===== src/hdl/cst_pkg.sv =====
package cst_pkg;

    // Default sizes of the table
    localparam int NUM_SEMS_DEF   = 64;
    localparam int WAIT_DEPTH_DEF = 16;
    localparam int COUNT_BITS_DEF = 16;

    // Depth of the command queue between front and back
    localparam int CMD_FIFO_DEPTH = 2;

    // Action codes as they arrive on the input stream
    typedef enum logic [2:0] {
        ACT_CREATE  = 3'd0,
        ACT_DESTROY = 3'd1,
        ACT_OPEN    = 3'd2,
        ACT_POST    = 3'd3,
        ACT_WAIT    = 3'd4,
        ACT_TRYWAIT = 3'd5
    } action_t;

    // Classified operation handed to the back end
    typedef enum logic [2:0] {
        OP_CREATE,
        OP_DESTROY,
        OP_OPEN,
        OP_POST,
        OP_WAIT,
        OP_TRYWAIT,
        OP_BAD
    } op_t;

    // Result status codes
    typedef enum logic [2:0] {
        ST_OK          = 3'd0,
        ST_INVALID     = 3'd1,
        ST_WOULD_BLOCK = 3'd2,
        ST_QUEUED      = 3'd3,
        ST_QUEUE_FULL  = 3'd4,
        ST_SATURATED   = 3'd5
    } status_t;

    // Back end sequencer states
    typedef enum logic [1:0] {
        BS_CLEAR,
        BS_IDLE,
        BS_EXEC,
        BS_WAKE
    } back_state_t;

    // One classified command
    typedef struct packed {
        op_t         op;
        logic [5:0]  sem;
        logic [15:0] init;
        logic        init_sat;
        logic [7:0]  pid;
    } cmd_t;

    // Status from back end to front end
    typedef struct packed {
        logic clearing;
    } back_stat_t;

endpackage


===== src/hdl/cst_cmd_fifo.sv =====
module cst_cmd_fifo (
    input  logic          clk,
    input  logic          rst_n,
    input  logic          in_valid,
    output logic          in_ready,
    input  cst_pkg::cmd_t in_cmd,
    output logic          out_valid,
    input  logic          out_ready,
    output cst_pkg::cmd_t out_cmd
);
    import cst_pkg::*;

    localparam int PTR_W = $clog2(CMD_FIFO_DEPTH);
    localparam int CNT_W = $clog2(CMD_FIFO_DEPTH + 1);

    cmd_t             slot_reg [CMD_FIFO_DEPTH];
    logic [PTR_W-1:0] wr_ptr_reg, wr_ptr_next;
    logic [PTR_W-1:0] rd_ptr_reg, rd_ptr_next;
    logic [CNT_W-1:0] cnt_reg, cnt_next;
    logic             do_push, do_pop;

    assign in_ready  = cnt_reg != CNT_W'(CMD_FIFO_DEPTH);
    assign out_valid = cnt_reg != '0;
    assign out_cmd   = slot_reg[rd_ptr_reg];
    assign do_push   = in_valid && in_ready;
    assign do_pop    = out_valid && out_ready;

    // Advance pointers and occupancy
    always_comb begin
        wr_ptr_next = wr_ptr_reg;
        rd_ptr_next = rd_ptr_reg;
        cnt_next    = cnt_reg;
        if (do_push)
        begin
            wr_ptr_next = (wr_ptr_reg == PTR_W'(CMD_FIFO_DEPTH - 1)) ? '0
                        : PTR_W'(wr_ptr_reg + 1'b1);
        end
        if (do_pop)
        begin
            rd_ptr_next = (rd_ptr_reg == PTR_W'(CMD_FIFO_DEPTH - 1)) ? '0
                        : PTR_W'(rd_ptr_reg + 1'b1);
        end
        if (do_push && !do_pop)
        begin
            cnt_next = CNT_W'(cnt_reg + 1'b1);
        end
        else if (do_pop && !do_push)
        begin
            cnt_next = CNT_W'(cnt_reg - 1'b1);
        end
    end

    always_ff @(posedge clk or negedge rst_n)
    begin
        if (!rst_n)
        begin
            wr_ptr_reg <= '0;
            rd_ptr_reg <= '0;
            cnt_reg    <= '0;
        end
        else
        begin
            wr_ptr_reg <= wr_ptr_next;
            rd_ptr_reg <= rd_ptr_next;
            cnt_reg    <= cnt_next;
        end
    end

    // Store the incoming command
    always_ff @(posedge clk)
    begin
        if (do_push)
        begin
            slot_reg[wr_ptr_reg] <= in_cmd;
        end
    end

endmodule


===== config.mk =====
export PLATFORM = sky130hd
export DESIGN_NAME = cst_cmd_fifo
export DESIGN_NICKNAME = d
export VERILOG_FILES = /design/src/hdl/cst_pkg.sv /design/src/hdl/cst_cmd_fifo.sv
export SDC_FILE = /design/constraint.sdc
export NUM_CORES = 1
export LEC_CHECK = 0
export BUFFER_PORTS_ARGS = -buffer_cell sky130_fd_sc_hd__buf_4
export CAP_MARGIN = 5
export CORE_MARGIN = 3
export CORE_UTILIZATION = 51
export DETAILED_ROUTE_END_ITERATION = 8
export HOLD_SLACK_MARGIN = 0.02
export PLACE_DENSITY = 0.78
export SLEW_MARGIN = 20
export SYNTH_ARGS = -nofsm -noshare
export SYNTH_HDL_FRONTEND = slang
export SYNTH_SLANG_ARGS = --single-unit

===== constraint.sdc =====
create_clock -name clk -period 4.4 [get_ports clk]
set_input_delay 0.44 -clock clk [delete_from_list [all_inputs] [get_ports clk]]
set_output_delay 0.44 -clock clk [all_outputs]
set_load 0.1 [all_outputs]

==> results of run 1 <==
per-stage QoR:
step	area (sq um)	utilization, %	hold slack [ns]	setup slack, ns
after global routing	3550	68.3	0.273	1.81
final	3550	68.3	0.295	1.91
after global placement	3370	64.8	0.237	2.29
after detailed placement	3370	64.8	0.239	2.23
after CTS	3550	68.3	0.277	1.87
after floorplan	2800	-	0.144	1.05
final timing paths:
kind,from,to,slack (ns),depth (start not counted)
hold / removal,in_cmd[27],slot_reg[1][27]$_DFFE_PP_,0.30,1
hold reg to reg,cnt_reg[1]$_DFFE_PN0P_,cnt_reg[1]$_DFFE_PN0P_,0.49,1
min in group asynchronous,rst_n,wr_ptr_reg$_DFFE_PN0P_,0.44,2
setup reg to reg,cnt_reg[0]$_DFFE_PN0P_,slot_reg[0][1]$_DFFE_PP_,2.52,3
setup / recovery,rd_ptr_reg$_DFFE_PN0P_,out_cmd[18],1.91,2
max in group asynchronous,rst_n,rd_ptr_reg$_DFFE_PN0P_,3.85,2
what timing repair did:
action	in CTS	in global routing
endpoints found under the hold margin	4	0
hold buffers	1	0
resized for setup	0	0
buffers inserted	0	0
worst max-delay path: cells and delay by family, from the launching register on:
kind | cells | cell delay [ns]
buffers and inverters | 1 | 0.23
DFF | 1 | 1.06
muxes | 1 | 0.43
cells by family after synthesis:
logic type                 after synthesis
DFF                                     72
muxes                                   34
and+or+nand+nor                          7
xor gates and xnor gates                 5
buffers and inverters                    5
adders and majority gates                1
final cells by class:
cell class,count,area share [%]
timing repair buffer,74,15.7
clock buffer,15,4.68
inverter,1,0.106
tap,70,2.46
clock inverter,1,0.141
multi-input combinational,47,16.6
sequential,72,60.3
placed cells by master, fill, tap and decap left out, drive strengths merged:
cell type,synthesis,routed
buf,4,73
edfxtp,68,68
mux2,34,34
clkbuf,0,15
dfrtp,4,4
xnor2,3,3
nand2,2,2
xor2,2,2
nor2,2,2
nand2b,1,1
inv,1,1
or2,1,1
and3,1,1
ha,1,1
clkinv,0,1
dlygate4sd3,0,1
layer usage:
layer | share of wire [%] | global-route usage, % | up-vias
met3 | 7.0 | 4.37 | 13
met2 | 53 | 25.3 | 60
met4 | 2.9 | 9.29 | 0
li1 | - | - | 639
met1 | 37 | 17.1 | 678
met5 | 0 | 0 | -
==> flow_metrics.py, run 1 <==
metrics = {
    "outcome": {
        "status": "complete, no violations",
    },
    "sta": {
        "drv_slew": 0,
        "clock.fmax_mhz": 401,
        "hold_viol": 0,
        "period_share_pct": 56.7,
        "setup_violations": 0,
        "fin_skew_ns": 0.00805,
        "worst_pin_slew_ns": 1.05,
        "period_needed_ns": 2.49,
        "rsz0062_at_grt": "no",
        "tns_ns": 0,
        "relSlewSlack_pct": 29.8,
    },
    "global_route": {
        "grt_overflow": 0,
        "grt_antenna_before_repair": 0,
        "grt_max_degree": 36,
        "grt_pass1_vias": 1423,
        "grt_first_pass_wirelength_um": 6960,
        "grt_use_total_pct": 15.2,
    },
    "worst_setup_path": {
        "path_cells": "mux2_2 > buf_4",
        "crit_path_start_kind": "register",
        "critPathMaxStageDelay_ns": 1.06,
        "required_ns": 3.96,
        "worstSetupPathType": "reg2out",
        "cp-end-kind": "output pin",
        "crit_path_top_delay_cell": "dfrtp_2",
        "crit_fanout": 35,
        "arrival_ns": 2.05,
    },
    "synthesis": {
        "synth-main-ff-cell": "edfxtp_1",
        "synth-adder-area-share_pct": 0.447,
        "synthDominantCellAreaShare_pct": 73.0,
        "syn_nets": 163,
        "synth-compound-area-share_pct": 0,
        "synthesis.area_sq_mm": 0.00280,
        "yosysSeqAreaShare_pct": 76.5,
        "synth_most_common_cell": "edfxtp_1",
        "muxShareOfSynthArea_pct": 17.6,
        "synth_top_cell_by_area": "edfxtp_1",
        "netlist_top_cells_count": "edfxtp_1 (68), mux2_4 (29), mux2_2 (5)",
        "synth_top_family_by_area": "multiplexers",
        "synth_edf_count": 68,
        "synth_cells": 124,
        "ys_types": 15,
        "synth_top_cells_by_area": "edfxtp_1 (73%), mux2_4 (16%), dfrtp_1 (3.6%), buf_12 (2.1%), mux2_2 (2.0%)",
        "synth-seq-cells": 72,
        "synth_xor_area_share_pct": 1.56,
        "async_reset_ff_share_pct": 5.56,
        "avgSynthCellArea_sq_um": 22.6,
        "synthSimpleGateAreaFrac_pct": 1.21,
        "yosys_warnings": 0,
    },
    "final_layout": {
        "largest_reg_flops": 68,
        "nNetsFinal": 244,
        "drive_gt1_share_pct": 58.1,
        "area_growth_syn_to_layout_pct": 27.0,
        "n_antenna_cell": 0,
        "multi_input_area_sq_um": 591,
        "fin_cells": 280,
        "fillers": 345,
        "regArea_sq_mm": 0.00214,
    },
    "detailed_routing": {
        "routedWlPerCell_um": 16.7,
        "firstDrtPassIters": 4,
        "drc_errors": 0,
        "vias": 1390,
        "wirelength_um": 4670,
        "vias_per_cell": 4.96,
        "ant_nets": 0,
        "drt_iter0_markers": 79,
    },
    "die": {
        "die-width_um": 80.1,
        "initial_core_util_pct": 53.8,
        "core_sq_mm": 0.00520,
        "num_io_pins": 74,
        "die_height_um": 80.1,
        "rows": 26,
        "fp.dieArea_sq_mm": 0.00641,
    },
    "placed_design": {
        "gp_congestion": 0.650,
        "io_buffers": 73,
        "dp_hpwl_um": 3210,
        "dp_cells": 263,
    },
    "clocking": {
        "cts_root_buf": "clkbuf_8",
        "clk_pin_slew_ns": 0.07,
        "cts_tree": "yes",
        "cts_buffers": 9,
        "clock-sinks": 72,
        "clk_path_buf_depth": 2,
        "clk_latency_ns": 0.33,
        "htree_levels": 3,
    },
    "min_path": {
        "min_path_type": "in2reg",
    },
    "job": {
        "drv_cap": 0,
    },
}
Power of run 1 is left out: the tool's default activity adds up to more than one toggle a clock period on the data nets, which glitch-free logic cannot reach.
==> run 2: changes to the inputs <==
--- a/config.mk
+++ b/config.mk
@@ -5,13 +5,14 @@
 export SDC_FILE = /design/constraint.sdc
 export NUM_CORES = 1
 export LEC_CHECK = 0
+export ABC_AREA = 1
 export BUFFER_PORTS_ARGS = -buffer_cell sky130_fd_sc_hd__buf_4
 export CAP_MARGIN = 5
 export CORE_MARGIN = 3
-export CORE_UTILIZATION = 51
+export CORE_UTILIZATION = 46
 export DETAILED_ROUTE_END_ITERATION = 8
 export HOLD_SLACK_MARGIN = 0.02
-export PLACE_DENSITY = 0.78
+export PLACE_DENSITY = 0.74
 export SLEW_MARGIN = 20
 export SYNTH_ARGS = -nofsm -noshare
 export SYNTH_HDL_FRONTEND = slang
==> constraint.sdc (replaced) <==
create_clock -name clk -period 2.1 [get_ports clk]
set_input_delay 0.21 -clock clk [delete_from_list [all_inputs] [get_ports clk]]
set_output_delay 0.21 -clock clk [all_outputs]
set_load 0.1 [all_outputs]
==> run 2 against run 1 <==
  * Wire length grew 5.3%
  * Sequential cell count is the same
  * Largest cell class unchanged
  * Die area grew 8.6%
  * Final area grew 1.3%
  * Area after synthesis shrank 1.4%
  * Via count grew 22%
  * Utilization shrank 4.4 points
  * Critical path depth grew 2
  * Clock skew shrank 0.0014 ns
  * Critical path type unchanged
  * Final cell count grew 31%
==> flow_metrics.py, run 2 <==
metrics = {
    "die": {
        "rows": 27,
        "num_io_pins": 74,
        "fp.dieArea_sq_mm": 0.00696,
        "initial_core_util_pct": 48.9,
        "core_sq_mm": 0.00564,
        "die-width_um": 83.4,
        "die_height_um": 83.4,
    },
    "clocking": {
        "clk_latency_ns": 0.34,
        "ctsHoldBuffers": 1,
        "cts_resized": 0,
        "cts_buffers": 9,
        "htree_levels": 3,
        "cts_tree": "yes",
        "cts_root_buf": "clkbuf_8",
        "clk_path_buf_depth": 2,
        "clk_pin_slew_ns": 0.07,
        "clock-sinks": 72,
        "cts_setup_buffers": 0,
    },
    "min_path": {
        "min_path_type": "in2reg",
    },
    "detailed_routing": {
        "drt_iter0_markers": 69,
        "routedWlPerCell_um": 13.4,
        "drc_errors": 0,
        "ant_nets": 0,
        "wirelength_um": 4920,
        "firstDrtPassIters": 4,
        "vias_per_cell": 4.61,
        "vias": 1695,
    },
    "final_layout": {
        "largest_reg_flops": 68,
        "n_antenna_cell": 0,
        "final_common_cell": "nand2_1",
        "fin_cells": 368,
        "nNetsFinal": 330,
        "final_core_util_pct": 63.9,
        "area_growth_syn_to_layout_pct": 30.6,
        "drive_gt1_share_pct": 36.8,
        "fin_area_sq_mm": 0.00360,
        "final_cell_mix": "nand2_1 (99), buf_4 (80), edfxtp_1 (68)",
    },
    "worst_setup_path": {
        "path_cells": "buf_4 > nand2_1 > nand2_1 > buf_4",
        "worstSetupPathType": "reg2out",
        "arrival_ns": 1.52,
        "crit_path_top_delay_cell": "dfrtp_1",
        "required_ns": 1.89,
        "crit_path_start_kind": "register",
        "crit_fanout": 15,
        "critPathMaxStageDelay_ns": 0.48,
        "cp-end-kind": "output pin",
    },
    "synthesis": {
        "synth_cells": 206,
        "syn_nets": 245,
        "synthesis.area_sq_mm": 0.00276,
        "yosysSeqAreaShare_pct": 77.6,
        "synth_edf_count": 68,
        "synth_most_common_cell": "nand2_1",
        "synth-main-ff-cell": "edfxtp_1",
        "synth_top_cell_by_area": "edfxtp_1",
        "netlist_top_cells_count": "nand2_1 (99), edfxtp_1 (68), nand2_2 (13)",
        "yosys_warnings": 0,
        "synthDominantCellAreaShare_pct": 74.0,
        "synth_top_cells_by_area": "edfxtp_1 (74%), nand2_1 (13%), dfrtp_1 (3.6%), nand2_2 (2.9%), buf_6 (1.2%)",
        "avgSynthCellArea_sq_um": 13.4,
        "synth-seq-cells": 72,
        "ys_types": 16,
        "async_reset_ff_share_pct": 5.56,
    },
    "placed_design": {
        "placed_cell_area_sq_mm": 0.00339,
        "dp_cells": 351,
        "dp_hpwl_um": 3230,
        "io_buffers": 73,
        "gp_congestion": 0.771,
    },
    "sta": {
        "hold_viol": 0,
        "relSlewSlack_pct": 81.2,
        "period_share_pct": 82.5,
        "setup_violations": 0,
        "period_needed_ns": 1.73,
        "fin_skew_ns": 0.00662,
        "worst_pin_slew_ns": 0.284,
        "clock.fmax_mhz": 577,
        "rsz0062_at_grt": "no",
        "drv_slew": 0,
    },
    "global_route": {
        "grt_pass1_vias": 1738,
        "grt_overflow": 0,
        "grt_use_total_pct": 15.1,
        "grt_max_degree": 36,
        "grt_first_pass_wirelength_um": 7940,
        "grt_antenna_before_repair": 0,
    },
    "job": {
        "drv_cap": 0,
    },
    "outcome": {
        "status": "complete, no violations",
    },
}
[run 2: cells by family (layout without fill, tap and decap cells)]
family / count (synthesis) / in the layout / share of synthesized area [%]
fa+ha+maj: 1 / 1 / 0.453
flops: 72 / 72 / 77.6
xor+xnor: 2 / 2 / 0.635
buf+inv: 14 / 104 / 3.99
simple gates: 117 / 117 / 17.3
[run 2: final timing paths]
kind / start / endpoint / slack, ns / cells after the start
max in group asynchronous: rst_n / cnt_reg[1]$_DFFE_PN0P_ / 1.78 / 2
worst min register to register: cnt_reg[1]$_DFFE_PN0P_ / cnt_reg[1]$_DFFE_PN0P_ / 0.52 / 2
worst max register to register: cnt_reg[0]$_DFFE_PN0P_ / cnt_reg[1]$_DFFE_PN0P_ / 0.66 / 9
worst min-delay path: in_cmd[27] / slot_reg[1][27]$_DFFE_PP_ / 0.05 / 1
min in group asynchronous: rst_n / wr_ptr_reg$_DFFE_PN0P_ / 0.21 / 2
worst max-delay path: rd_ptr_reg$_DFFE_PN0P_ / out_cmd[30] / 0.37 / 4
[run 2: final cells by class]
type                            count  area [sq um]
Clock buffer                       12           135
Timing Repair Buffer               81           611
Tap cell                           72          90.1
Multi-Input combinational cell    120           522
Sequential cell                    72          2140
Inverter                            7          33.8
Fill cell                         432          2040
Clock inverter                      4          68.8
[run 2: stage by stage]
step	setup slack, ns	TNS, ns	hold WS (ns)
3_3_place_gp	0.710	0	0.0123
3_5_place_dp	0.660	0	0.0156
5_1_grt	0.261	0	0.0364
4_1_cts	0.335	0	0.0332
2_1_floorplan	-0.227	-15.40	-0.0856
6_report	0.367	0	0.0518
[run 2: worst max-delay path, delay by kind of cell, from the launching register on]
family                 cells  cell delay [ns]
and+or+nand+nor            2             0.15
DFF                        1             0.48
buffers and inverters      2             0.55
[run 2: per-layer routing]
layer	global-route usage, %	share of wire [%]	vias up
met5	0	0	-
met4	8.33	2.2	0
met3	3.67	6.8	10
met2	25.9	49	58
met1	17.2	42	775
li1	-	-	852
Power of run 2 is left out for the same reason.
==> run 3: changes to the inputs <==
--- a/config.mk
+++ b/config.mk
@@ -9,10 +9,10 @@
 export BUFFER_PORTS_ARGS = -buffer_cell sky130_fd_sc_hd__buf_4
 export CAP_MARGIN = 5
 export CORE_MARGIN = 3
-export CORE_UTILIZATION = 46
+export CORE_UTILIZATION = 51
 export DETAILED_ROUTE_END_ITERATION = 8
 export HOLD_SLACK_MARGIN = 0.02
-export PLACE_DENSITY = 0.74
+export PLACE_DENSITY = 0.78
 export SLEW_MARGIN = 20
 export SYNTH_ARGS = -nofsm -noshare
 export SYNTH_HDL_FRONTEND = slang
==> constraint.sdc (replaced) <==
create_clock -name clk -period 1.7 [get_ports clk]
set_input_delay 0.17 -clock clk [delete_from_list [all_inputs] [get_ports clk]]
set_output_delay 0.17 -clock clk [all_outputs]
set_load 0.1 [all_outputs]
==> run 3 against run 2 <==
  * Global-route usage rose by 4.7 points
  * Largest cell class unchanged
  * Final area is 12% higher
  * Wire length increased by 19%
  * Highest routed layer unchanged
==> flow_metrics.py, run 3 (synthesized netlist as in run 2, its figures left out) <==
metrics = {
    "worst_setup_path": {
        "arrival_ns": 1.45,
        "critPathMaxStageDelay_ns": 0.47,
        "critical_path_buf_inv_count": 2,
        "path_cells": "buf_4 > nand2_1 > nand2_1 > buf_4",
        "cp-end-kind": "output pin",
        "crit_path_start_kind": "register",
        "critical_path.top_delay_family": "buffers and inverters",
        "rrSetupSlack_ns": 0.23,
        "worstSetupPathType": "reg2out",
        "crit_path_top_delay_cell": "dfrtp_2",
        "crit_fanout": 11,
        "worst-path-stages": 4,
        "worst_r2r_path_depth": 9,
        "required_ns": 1.53,
    },
    "outcome": {
        "status": "complete, no violations",
    },
    "clocking": {
        "cts_root_buf": "clkbuf_8",
        "cts_tree": "yes",
        "clk_latency_ns": 0.33,
        "htree_levels": 3,
        "cts_buffers": 9,
        "clk_path_buf_depth": 2,
        "clock-sinks": 72,
        "clk_pin_slew_ns": 0.07,
    },
    "global_route": {
        "grt_max_degree": 36,
        "use_met2_pct": 33.6,
        "grt_busiest_layer": "met2",
        "grt_first_pass_wirelength_um": 9160,
        "grt_antenna_before_repair": 0,
        "use_met3_pct": 4.51,
        "grt_pass1_vias": 1971,
        "grt_overflow": 0,
        "grt_use_total_pct": 19.7,
        "gr-usage-met1_pct": 23.1,
    },
    "min_path": {
        "whs_path_depth": 3,
        "min_path_type": "in2reg",
    },
    "die": {
        "core_sq_mm": 0.00517,
        "die_height_um": 79.6,
        "rows": 26,
        "initial_core_util_pct": 53.3,
        "num_io_pins": 74,
        "fp.dieArea_sq_mm": 0.00633,
        "die-width_um": 79.6,
    },
    "detailed_routing": {
        "vias_per_cell": 4.76,
        "wirelength_um": 5830,
        "vias": 1907,
        "drt_iter0_markers": 100,
        "drc_errors": 0,
        "ant_nets": 0,
        "routedWlPerCell_um": 14.5,
        "firstDrtPassIters": 4,
    },
    "sta": {
        "rsz0062_at_grt": "no",
        "tns_ns": 0,
        "worst_pin_slew_ns": 0.280,
        "fin_skew_ns": 0.00520,
        "period_share_pct": 95.6,
        "setup_violations": 0,
        "drv_slew": 0,
        "relSlewSlack_pct": 81.3,
        "hold_viol": 0,
        "period_needed_ns": 1.62,
        "clock.fmax_mhz": 615,
    },
    "final_layout": {
        "area_growth_syn_to_layout_pct": 46.0,
        "final_common_cell": "nand2_1",
        "largest_reg_flops": 68,
        "final_cell_mix": "nand2_1 (99), buf_4 (72), edfxtp_1 (68)",
        "nNetsFinal": 365,
        "drive_gt1_share_pct": 33.5,
        "n_antenna_cell": 0,
    },
    "placed_design": {
        "io_buffers": 73,
        "dp_hpwl_um": 3470,
        "gp_congestion": 0.693,
    },
    "job": {
        "drv_cap": 0,
    },
}
==> run 3: layout make-up <==
class	count	area (sq um)
fillers	306	1140
inverters	7	38.8
multi-input cells	120	546
clock inverters	4	68.8
flip-flops and latches	72	2140
well taps	70	87.6
clock buffers	12	135
repair buffers	116	1010
==> run 3: tightest hold or removal path, cell delays in order <==
cell and delay (ns):
buf_4 0.08, nand3_1 0.08, nand2_1 0.06
==> run 3: timing repair <==
item,in CTS,in global routing
resized for setup,1,8
setup buffers,0,0
hold buffers,35,0
hold endpoints to repair,72,0
setup endpoints to repair,31,25
gates cloned,0,0
pin swaps,0,0
==> run 3: worst paths after layout <==
kind                                         from                     end
max                        rd_ptr_reg$_DFFE_PN0P_             out_cmd[14]
min                                     out_ready  rd_ptr_reg$_DFFE_PN0P_
max reg2reg                cnt_reg[0]$_DFFE_PN0P_  cnt_reg[1]$_DFFE_PN0P_
min reg2reg                cnt_reg[0]$_DFFE_PN0P_  cnt_reg[0]$_DFFE_PN0P_
max in group asynchronous                   rst_n  rd_ptr_reg$_DFFE_PN0P_
min in group asynchronous                   rst_n  cnt_reg[0]$_DFFE_PN0P_
==> run 3: metrics by stage <==
stage / std cells / instance area (sq um) / hold WS, ns / worst slack, ns / util, %
6_report: 401 / 4030 / 0.0927 / 0.0753 / 77.9
3_5_place_dp: 350 / 3440 / -0.0295 / 0.232 / 66.5
5_1_grt: 401 / 4030 / 0.108 / 0.00824 / 77.9
3_3_place_gp: 350 / 3440 / -0.0304 / 0.292 / 66.5
4_1_cts: 401 / 4000 / 0.0654 / 0.00139 / 77.3
2_1_floorplan: 206 / 2800 / -0.126 / 0.00335 / -
==> run 3: metal layers <==
| metal | part of all wire [%] | wire length, um |
|---|---|---|
| met1 | 41 | 2390 |
| met2 | 52 | 3060 |
| met3 | 5.1 | 298 |
| met4 | 1.5 | 86 |
| met5 | 0 | 0 |
Power of run 3 is left out for the same reason.
